$ cat src/rtl/gfbm_pkg.sv
// ----------------------------------------------------------------------------
// gfbm_pkg
// Types and constants shared by the GF(2^8) Berlekamp-Massey block.
// ----------------------------------------------------------------------------
package gfbm_pkg;

	localparam int SYM_W = 8;
	localparam int POLY_W = 9;
	localparam int IDX_W = 5;
	localparam int LEN_W = 6;
	localparam logic [POLY_W-1:0] POLY_RESET = 9'h11D;

	typedef struct packed {
		logic [SYM_W-1:0] symbol;
		logic             last;
	} in_beat_t;

	typedef struct packed {
		logic [SYM_W-1:0] coefficient;
		logic [IDX_W-1:0] coefficient_index;
		logic [LEN_W-1:0] poly_length;
		logic             final_result;
		logic             overflow;
	} out_beat_t;

	typedef enum logic [3:0] {
		ST_IDLE,
		ST_DISC,
		ST_DECIDE,
		ST_INV,
		ST_KMUL,
		ST_BUILD,
		ST_EMIT,
		ST_CLEAR
	} state_t;

	// multiply-unit operand select
	typedef enum logic [1:0] {
		MS_DISC,
		MS_INV,
		MS_KMUL,
		MS_BUILD
	} msel_t;

	// one shift-and-xor multiply over the configured reduction polynomial
	function automatic logic [SYM_W-1:0] gf_mul(input logic [SYM_W-1:0] a,
		input logic [SYM_W-1:0] b, input logic [POLY_W-1:0] p);
		logic [SYM_W:0]   x;
		logic [SYM_W-1:0] acc;
		x = {1'b0, a};
		acc = '0;
		for (int n = 0; n < SYM_W; n++) begin
			if (b[n]) acc = acc ^ x[SYM_W-1:0];
			x = {x[SYM_W-1:0], 1'b0};
			if (x[SYM_W]) x = x ^ p;
			x[SYM_W] = 1'b0;
		end
		return acc;
	endfunction

endpackage

$ cat src/rtl/gfbm_if.sv
// ----------------------------------------------------------------------------
// gfbm_if
// Valid/ready channel carrying one payload beat.
// ----------------------------------------------------------------------------
interface gfbm_if #(
	parameter type T = logic
);
	logic valid;
	logic ready;
	T     data;

	modport source (output valid, output data, input ready);
	modport sink (input valid, input data, output ready);
endinterface

$ cat src/rtl/gfbm_mul.sv
// ----------------------------------------------------------------------------
// gfbm_mul
// Shared GF(2^8) multiplier with registered product.
// ----------------------------------------------------------------------------
module gfbm_mul (
	input  logic                          clk,
	input  logic [gfbm_pkg::SYM_W-1:0]    a,
	input  logic [gfbm_pkg::SYM_W-1:0]    b,
	input  logic [gfbm_pkg::POLY_W-1:0]   poly,
	output logic [gfbm_pkg::SYM_W-1:0]    prod_q
);
	import gfbm_pkg::*;

	always_ff @(posedge clk) begin
		prod_q <= gf_mul(a, b, poly);
	end
endmodule

$ cat src/rtl/gf256_berlekamp_massey.sv
// Sequencing: each symbol holds the block for a discrepancy pass over L, the current length.
// A non-zero discrepancy after the first failure adds an inverse, a scale and a top-down
// rebuild phase. A last beat adds L output beats (one when L is 0) and a MAX_LEN-entry clear.
// Throughput: one symbol at a time; set by the single shared multiplier.
// Reset: arst_n clears all control state; polynomial stores are cleared
// by the end-of-run sweep and treated as zero via length counts after reset.
// ----------------------------------------------------------------------------
// gf256_berlekamp_massey
// Streaming Berlekamp-Massey over GF(2^8) using one shared multiplier.
// ----------------------------------------------------------------------------
module gf256_berlekamp_massey #(
	parameter int MAX_LEN = 32
) (
	input  logic clk,
	input  logic arst_n,
	gfbm_if.sink   in_ch,
	gfbm_if.source out_ch,
	input  logic                        cfg_valid,
	output logic                        cfg_ready,
	input  logic [gfbm_pkg::POLY_W-1:0] cfg_data
);
	import gfbm_pkg::*;

	localparam int AW = (MAX_LEN > 1) ? $clog2(MAX_LEN) : 1;
	localparam int CW = $clog2(MAX_LEN + 1) + 1;

	state_t state_q, state_d;
	logic [POLY_W-1:0] poly_q;

	logic [SYM_W-1:0] seq_mem [MAX_LEN];
	logic [SYM_W-1:0] cur_q [MAX_LEN];
	logic [SYM_W-1:0] bst_q [MAX_LEN];

	logic [CW-1:0] cur_len_q, bst_len_q, fail_pos_q, cnt_q, i_q;
	logic [SYM_W-1:0] bst_disc_q, dt_q, k_q, inv_q, base_q;
	logic seen_q, ovf_q, last_q;
	logic [CW-1:0] j_q;
	logic [3:0] step_q;
	logic pend_q;
	logic vld_s1;
	logic [CW-1:0] shift_q;
	logic take_bst_q;

	logic [SYM_W-1:0] seq_rd_s1, cur_rd_s1;
	logic [SYM_W-1:0] ma, mb, prod_q;
	msel_t msel;

	assign cfg_ready = (state_q == ST_IDLE);
	assign in_ch.ready = (state_q == ST_IDLE);

	wire acc_in = in_ch.valid && in_ch.ready;
	wire out_fire = out_ch.valid && out_ch.ready;

	gfbm_mul u_mul (.clk(clk), .a(ma), .b(mb), .poly(poly_q), .prod_q(prod_q));

	// next connection length: max(shift + best length + 1, current length), capped at MAX_LEN
	logic [CW:0] lim_w;
	logic [CW-1:0] newlen_w;
	always_comb begin
		lim_w = {1'b0, shift_q} + {1'b0, bst_len_q} + 1'b1;
		if (lim_w < {1'b0, cur_len_q}) lim_w = {1'b0, cur_len_q};
		if (lim_w > (CW+1)'(MAX_LEN)) lim_w = (CW+1)'(MAX_LEN);
		newlen_w = lim_w[CW-1:0];
	end

	// multiplier operands
	logic [SYM_W-1:0] bsel;
	logic [CW:0] bidx;
	always_comb begin
		bidx = {1'b0, j_q} - {1'b0, shift_q} - 1'b1;
		bsel = (bidx < {1'b0, bst_len_q}) ? bst_q[bidx[AW-1:0]] : '0;
	end
	always_comb begin
		unique case (msel)
			MS_DISC:  begin ma = cur_rd_s1; mb = seq_rd_s1; end
			MS_INV:   begin ma = step_q[0] ? base_q : inv_q; mb = base_q; end
			MS_KMUL:  begin ma = dt_q; mb = inv_q; end
			MS_BUILD: begin ma = bsel; mb = k_q; end
			default:  begin ma = '0; mb = '0; end
		endcase
	end

	always_comb begin
		unique case (state_q)
			ST_INV:   msel = MS_INV;
			ST_KMUL:  msel = MS_KMUL;
			ST_BUILD: msel = MS_BUILD;
			default:  msel = MS_DISC;
		endcase
	end

	always_comb begin
		state_d = state_q;
		unique case (state_q)
			ST_IDLE:   if (acc_in) state_d = ST_DISC;
			ST_DISC:   if (!pend_q && !vld_s1 && j_q >= cur_len_q) state_d = ST_DECIDE;
			ST_DECIDE: begin
				if (dt_q == '0 || !seen_q) state_d = last_q ? ST_EMIT : ST_IDLE;
				else state_d = ST_INV;
			end
			ST_INV:    if (step_q == 4'd15 && pend_q) state_d = ST_KMUL;
			ST_KMUL:   if (pend_q) state_d = ST_BUILD;
			ST_BUILD:  if (j_q == '0 && pend_q)
				state_d = last_q ? ST_EMIT : ST_IDLE;
			ST_EMIT:   if (out_fire && (j_q + 1'b1 >= cur_len_q)) state_d = ST_CLEAR;
			ST_CLEAR:  if (j_q == CW'(MAX_LEN - 1)) state_d = ST_IDLE;
			default:   state_d = ST_IDLE;
		endcase
	end

	// output beat
	always_comb begin
		out_ch.valid = (state_q == ST_EMIT);
		out_ch.data.coefficient = (cur_len_q == '0) ? '0 : cur_q[j_q[AW-1:0]];
		out_ch.data.coefficient_index = IDX_W'(j_q);
		out_ch.data.poly_length = LEN_W'(cur_len_q);
		out_ch.data.final_result = (j_q + 1'b1 >= cur_len_q);
		out_ch.data.overflow = ovf_q;
	end

	// sequence memory: write on accept, registered read
	logic [CW:0] ridx;
	always_comb ridx = {1'b0, i_q} - {1'b0, j_q} - 2'd2;
	always_ff @(posedge clk) begin
		if (acc_in && cnt_q < CW'(MAX_LEN)) seq_mem[cnt_q[AW-1:0]] <= in_ch.data.symbol;
		seq_rd_s1 <= seq_mem[ridx[AW-1:0]];
		cur_rd_s1 <= cur_q[j_q[AW-1:0]];
	end

	always_ff @(posedge clk or negedge arst_n) begin
		if (!arst_n) begin
			state_q <= ST_IDLE;
			poly_q <= POLY_RESET;
			cur_len_q <= '0; bst_len_q <= '0; fail_pos_q <= '0; cnt_q <= '0; i_q <= '0;
			bst_disc_q <= '0; seen_q <= 1'b0; ovf_q <= 1'b0; last_q <= 1'b0;
			j_q <= '0; step_q <= '0; pend_q <= 1'b0; vld_s1 <= 1'b0;
		end else begin
			state_q <= state_d;
			if (cfg_valid && cfg_ready) poly_q <= cfg_data;
			unique case (state_q)
				ST_IDLE: if (acc_in) begin
					last_q <= in_ch.data.last;
					pend_q <= 1'b0;
					vld_s1 <= 1'b0;
					if (cnt_q >= CW'(MAX_LEN)) begin
						ovf_q <= 1'b1;
						j_q <= cur_len_q; // skip discrepancy, force no change
						dt_q <= '0;
					end else begin
						cnt_q <= cnt_q + 1'b1;
						i_q <= cnt_q + 1'b1;
						j_q <= '0;
						dt_q <= in_ch.data.symbol;
					end
				end
				ST_DISC: begin
					// read, multiply, accumulate: each term passes the registered reads and the registered product
					// before it is added into dt_q; terms with i < j+2 contribute nothing
					if (pend_q) dt_q <= dt_q ^ prod_q;
					pend_q <= vld_s1;
					vld_s1 <= (j_q < cur_len_q && i_q >= j_q + 2'd2);
					if (j_q < cur_len_q) j_q <= j_q + 1'b1;
				end
				ST_DECIDE: begin
					j_q <= '0; step_q <= '0; pend_q <= 1'b0;
					if (dt_q != '0 && !seen_q) begin
						seen_q <= 1'b1;
						for (int m = 0; m < MAX_LEN; m++) cur_q[m] <= '0;
						cur_len_q <= i_q; fail_pos_q <= i_q;
						bst_disc_q <= dt_q; bst_len_q <= '0;
					end
					inv_q <= 8'd1; base_q <= bst_disc_q;
					shift_q <= i_q - fail_pos_q - 1'b1;
					take_bst_q <= (i_q - fail_pos_q + bst_len_q >= cur_len_q);
				end
				ST_INV: begin
					// square-and-multiply for b^254: bits 1..7 set, bit0 clear
					pend_q <= !pend_q;
					if (pend_q) begin
						if (step_q[0]) base_q <= prod_q;
						else if (step_q[3:1] != 3'd0) inv_q <= prod_q;
						step_q <= step_q + 1'b1;
					end
				end
				ST_KMUL: begin
					pend_q <= !pend_q;
					if (pend_q) begin
						k_q <= prod_q; j_q <= CW'(MAX_LEN - 1);
					end
				end
				ST_BUILD: begin
					// next[] terms are written in place, each after its registered product
					// top index first so old best taps are read before the copy lands
					pend_q <= !pend_q;
					if (pend_q) begin
						if (take_bst_q) bst_q[j_q[AW-1:0]] <= cur_q[j_q[AW-1:0]];
						cur_q[j_q[AW-1:0]] <= ((j_q < cur_len_q) ? cur_q[j_q[AW-1:0]] : '0)
							^ ((j_q == shift_q) ? k_q :
							   (j_q > shift_q) ? prod_q : '0);
						if (j_q == '0) begin
							cur_len_q <= newlen_w;
							if (take_bst_q) begin
								bst_len_q <= cur_len_q; fail_pos_q <= i_q; bst_disc_q <= dt_q;
							end
						end
						j_q <= (j_q == '0) ? '0 : j_q - 1'b1;
					end
				end
				ST_EMIT: if (out_fire) begin
					j_q <= (state_d == ST_CLEAR) ? '0 : j_q + 1'b1;
				end
				ST_CLEAR: begin
					cur_q[j_q[AW-1:0]] <= '0; bst_q[j_q[AW-1:0]] <= '0;
					j_q <= (state_d == ST_IDLE) ? '0 : j_q + 1'b1;
					cur_len_q <= '0; bst_len_q <= '0; fail_pos_q <= '0; cnt_q <= '0;
					bst_disc_q <= '0; seen_q <= 1'b0; ovf_q <= 1'b0;
				end
				default: ;
			endcase
		end
	end
endmodule

$ cat src/flat_wrapper.sv
// flat-port wrapper written by rule: the top's interface ports become plain ports
module gf256_berlekamp_massey_flat import gfbm_pkg::*;
#(
	parameter int MAX_LEN = 32
)
  (clk, arst_n, cfg_valid, cfg_ready, cfg_data, in_ch_valid, in_ch_data, in_ch_ready, out_ch_valid, out_ch_data, out_ch_ready);
  gfbm_if #(.T(in_beat_t)) in_ch_i ();
  gfbm_if #(.T(out_beat_t)) out_ch_i ();
  input  logic clk;
  input  logic arst_n;
  input  logic cfg_valid;
  output logic cfg_ready;
  input  logic [gfbm_pkg::POLY_W-1:0] cfg_data;
  input wire logic [$bits(in_ch_i.valid)-1:0] in_ch_valid;
  input wire logic [$bits(in_ch_i.data)-1:0] in_ch_data;
  output wire logic [$bits(in_ch_i.ready)-1:0] in_ch_ready;
  output wire logic [$bits(out_ch_i.valid)-1:0] out_ch_valid;
  output wire logic [$bits(out_ch_i.data)-1:0] out_ch_data;
  input wire logic [$bits(out_ch_i.ready)-1:0] out_ch_ready;
  assign in_ch_i.valid = in_ch_valid;
  assign in_ch_i.data = in_ch_data;
  assign in_ch_ready = in_ch_i.ready;
  assign out_ch_valid = out_ch_i.valid;
  assign out_ch_data = out_ch_i.data;
  assign out_ch_i.ready = out_ch_ready;
  gf256_berlekamp_massey #(.MAX_LEN(MAX_LEN)) u_core (.clk(clk), .arst_n(arst_n), .in_ch(in_ch_i), .out_ch(out_ch_i), .cfg_valid(cfg_valid), .cfg_ready(cfg_ready), .cfg_data(cfg_data));
endmodule
$ cat config.mk
export PLATFORM = sky130hd
export DESIGN_NAME = gf256_berlekamp_massey_flat
export DESIGN_NICKNAME = d
export VERILOG_FILES = /design/src/rtl/gfbm_pkg.sv /design/src/rtl/gfbm_if.sv /design/src/rtl/gfbm_mul.sv /design/src/rtl/gf256_berlekamp_massey.sv /design/src/flat_wrapper.sv
export SDC_FILE = /design/constraint.sdc
export NUM_CORES = 1
export LEC_CHECK = 0
export BUFFER_PORTS_ARGS = -buffer_cell sky130_fd_sc_hd__clkbuf_2
export CAP_MARGIN = 25
export CELL_PAD_IN_SITES_DETAIL_PLACEMENT = 1
export CELL_PAD_IN_SITES_GLOBAL_PLACEMENT = 1
export CORE_AREA = 2 2 274 276
export CTS_CLUSTER_DIAMETER = 200
export DETAILED_ROUTE_END_ITERATION = 6
export DIE_AREA = 0 0 276 278
export HOLD_SLACK_MARGIN = 0.03
export PLACE_DENSITY_LB_ADDON = 0.08
export SYNTH_ARGS = -nofsm -noshare
export SYNTH_HDL_FRONTEND = slang
export SYNTH_SLANG_ARGS = --single-unit
export TNS_END_PERCENT = 5
$ cat constraint.sdc
create_clock -name clk -period 12.88 [get_ports clk]
set_input_delay 2.576 -clock clk [delete_from_list [all_inputs] [get_ports clk]]
set_output_delay 2.576 -clock clk [all_outputs]
set_load 0.01 [all_outputs]
==> impl_metrics.yaml <==
synthesis:
  synth_edf_count: 808
  yosys_warnings: 0
  synth_flop_cell: "edfxtp_1"
  syn_inst: 2961
  synth.area.top_cells: "edfxtp_1, mux4_2, dfrtp_1, nor2_1, ha_1"
  synth_area_leader_cell: "edfxtp_1"
  synth_cell_types: 107
  syn_area_sq_um: 42300
  yosysSeqAreaShare_pct: 62.71
  synthArstFlopShare_pct: 7.863
  avgSynthCellArea_sq_um: 14.29
  synth_top_area_share_pct: 57.36
  syn-num-nets: 3075
  ys_ff_latch: 903
critical_path:
  crit_path_start: "u_core.j_q[0]"
  setup.worst_path.class: "flip-flop to flip-flop"
  cp-end-kind: "flip-flop"
  reg2reg_to: "u_core.u_mul.prod_q[5]"
  r2r-start: "u_core.j_q[0]"
  crit_family: "compound AO/OA/AOI/OAI gates"
  cp.arrival_ns: 8.90
  required_ns: 13.43
  cp.depth: 18
  cp_slowest_cell: "fa_4"
  cp_cell_sequence: "ha_1 -> fa_4 -> buf_4 -> mux4_1 -> mux2i_1 -> a22oi_2 -> a31oi_2 -> nand4_1 -> a21o_1 -> a211oi_1 -> xnor2_2 -> xnor2_2 -> nand3_1 -> nand3_1 -> xor2_1 -> a21boi_1 -> o21ai_1 -> xnor3_1"
  path_max_fanout: 41
  r2r_setup_slack_ns: 4.53
  slowest_delay_ns: 1.12
  cp_num_buf_inv: 1
  start_kind: "flip-flop"
  crit_path_end: "u_core.u_mul.prod_q[5]"
  ff2ff_path_depth: 18
drt:
  first_pass_iters: 7
  drtAntennaViolNets: 0
  wl_per_cell_um: 29.10
  drc: 11
  viasPerCell: 6.482
  vias: 26060
  wl_mm: 117.0
  drt_iter0_drc: 2698
layout:
  area_growth_pct: 10.27
  design_area_sq_um: 46640
  diodes: 0
  drive_gt1_share_pct: 17.31
  final_core_util_pct: 63.18
  nets: 3090
power:
  swShare_pct: 39.32
  pwr-share-comb_pct: 50.9
  clkPwrFrac_pct: 21.0
  internal-power_uw: 8050
  cellLeakagePower_uw: 0.01662
  seqPwrFrac_pct: 28.1
  worst_ir_drop_vdd_uv: 268.5
  pwr_density_cell_nw_per_um2: 284.4
  switchingPower_uw: 5216
min_path:
  hold_path.class: "flip-flop to flip-flop"
floorplan:
  core_sq_um: 73820
  dieHeight_um: 278
  num_rows: 100
  start_util_pct: 57.30
  die_area_sq_um: 76730
  num_io_pins: 47
  die_x_um: 276
global_route:
  grt_overflow_total: 0
  grt_usage_pct: 30.71
  grt_max_degree: 69
  antenna_found_initial: 0
  grt_pass1_wl_mm: 175.7
  grt_pass1_vias: 27400
sta:
  rsz0062_at_grt: "false"
  fin_crit_ns: 8.355
  fin_worst_skew_ns: 0.03833
  tightest_slew_ns: 1.127
  finalCritPeriodShare_pct: 64.86
  slew_viol_final: 0
  setup_violations: 0
  fin_setup_tns_ns: 0
  fmaxAchievable_ghz: 0.1197
  hold_viol_final: 0
  max-slew-margin-rel_pct: 24.57
status:
  status: "finished, violations left"
  violations: "design-rule violations"
placed_design:
  finalWeightedCongestion: 0.8684
  place_area_sq_um: 43410
  dp_hpwl_mm: 78.98
  port-buffer-count: 45
clock_tree:
  cts_sinks: 903
  clk_pin_slew_ns: 0.08
  cts_tree: "yes"
  htreeDepth: 3
  root_buffer: "clkbuf_16"
  insertion_delay_ns: 0.68
  post_cts_buffers: 0
  cts_inserted_buffers: 94
  ctsHoldBuffers: 0
  clk_path_buf_depth: 3
  cts_resized: 0
job:
  drv_cap: 0
[power by group through the flow]
stage / Sequential [uW] / Combinational [uW] / Clock (uW)
after CTS: 3720 / 6750 / 2810
after global placement: 3770 / 6490 / 0
final: 3730 / 6750 / 2790
after detailed placement: 3780 / 6680 / 0
after floorplan: 3610 / 5110 / 0
after global routing: 3750 / 7260 / 2910
[through the flow]
stage,setup slack (ns),hold slack [ns],instances,total power (uW)
6_report,4.526,0.4799,4020,13270
5_1_grt,4.068,0.5141,4020,13910
3_5_place_dp,4.425,0.4709,3844,10460
4_1_cts,4.381,0.4844,4015,13290
3_3_place_gp,4.616,0.4596,3834,10260
2_1_floorplan,6.499,0.4485,2961,8719
[tightest hold or removal path: cells and delay by family, from the launching register on]
family,cells,cell delay (ns)
DFF,1,0.34
AOI/OAI and AO/OA,1,0.06
and+or+nand+nor,1,0.05
[cells in the mapped netlist (14+ instances only)]
cell      count
nor2b_1      17
mux4_2      204
xnor2_1      96
nor3_1       29
buf_4        19
a22oi_1      33
inv_1        83
and2_1       14
o21ai_0      87
clkbuf_1    121
xor2_1       41
o31ai_1      14
dfxtp_1      24
nand2_1     224
ha_1         86
nand2b_1     21
edfxtp_1    808
buf_2        17
nor2_1      433
mux2i_1      31
a211oi_1     14
a21o_1       33
nand4_1      16
dfrtp_1      67
nand3_1      57
mux2_2       26
buf_1        14
and3_1       30
a21oi_1      70
[area by class of cell]
cell class              count  area, sq um
inverters                  88        330.3
repair buffers             97        701.9
clock buffers             118         2504
flip-flops and latches    903        26530
fillers                  6801        27180
well taps                 969         1212
multi-input cells        1792        14710
clock inverters            53        653.1
[how the worst min path moves through the flow]
stage | startpoint | to | slack, ns | depth (start not counted)
2_1_floorplan | u_core.fail_pos_q[1] | u_core.fail_pos_q[1] | 0.45 | 2
3_3_place_gp | u_core.fail_pos_q[3] | u_core.fail_pos_q[3] | 0.46 | 2
3_5_place_dp | u_core.fail_pos_q[4] | u_core.fail_pos_q[4] | 0.47 | 2
4_1_cts | u_core.fail_pos_q[4] | u_core.fail_pos_q[4] | 0.48 | 2
5_1_grt | u_core.fail_pos_q[2] | u_core.fail_pos_q[2] | 0.51 | 2
6_report | u_core.fail_pos_q[4] | u_core.fail_pos_q[4] | 0.48 | 2
[metal layers]
metal  global-route usage (%)  vias up  part of all wire (%)
met4                    9.542        0                   2.9
met5                        0        -                     0
met3                    4.231      186                   6.3
met2                    51.52      964                    50
li1                         -    11230                     -
met1                    42.22    13680                    41
[cells by family after synthesis]
| family | after synthesis | share of synthesized area [%] |
|---|---|---|
| DFF | 903 | 62.71 |
| and+or+nand+nor | 892 | 9.247 |
| AOI/OAI and AO/OA | 394 | 6.596 |
| muxes | 267 | 12.66 |
| buffers and inverters | 266 | 2.704 |
| xor gates and xnor gates | 147 | 3.295 |
| adders and majority gates | 91 | 2.780 |
| other | 1 | 0.008865 |
[registers in the layout, summed over array words and instances (netlist names), 8 cells and up]
name                 flops
u_core.bst_disc_q        8
u_core.poly_q            8
u_core.seq_mem         256
u_core.seq_rd_s1         8
u_core.inv_q             8
u_core.dt_q              8
u_core.bst_q           256
u_core.cur_rd_s1         8
u_core.k_q               8
u_core.base_q            8
u_core.cur_q           256
u_core.u_mul.prod_q      8
[layout by cell type (no fill, tap or decap), types with 44 or more instances in the layout]
cell type,netlist,final
nand2_1,224,224
a21oi_1,70,70
nand3_1,57,57
xnor2_1,96,95
clkbuf_2,0,44
o21ai_0,87,87
ha_1,86,83
edfxtp_1,808,808
clkbuf_16,0,95
inv_1,83,83
mux4_2,204,204
dfrtp_1,67,65
nor2_1,433,424
No activity file was read; power rests on OpenSTA's default activity.
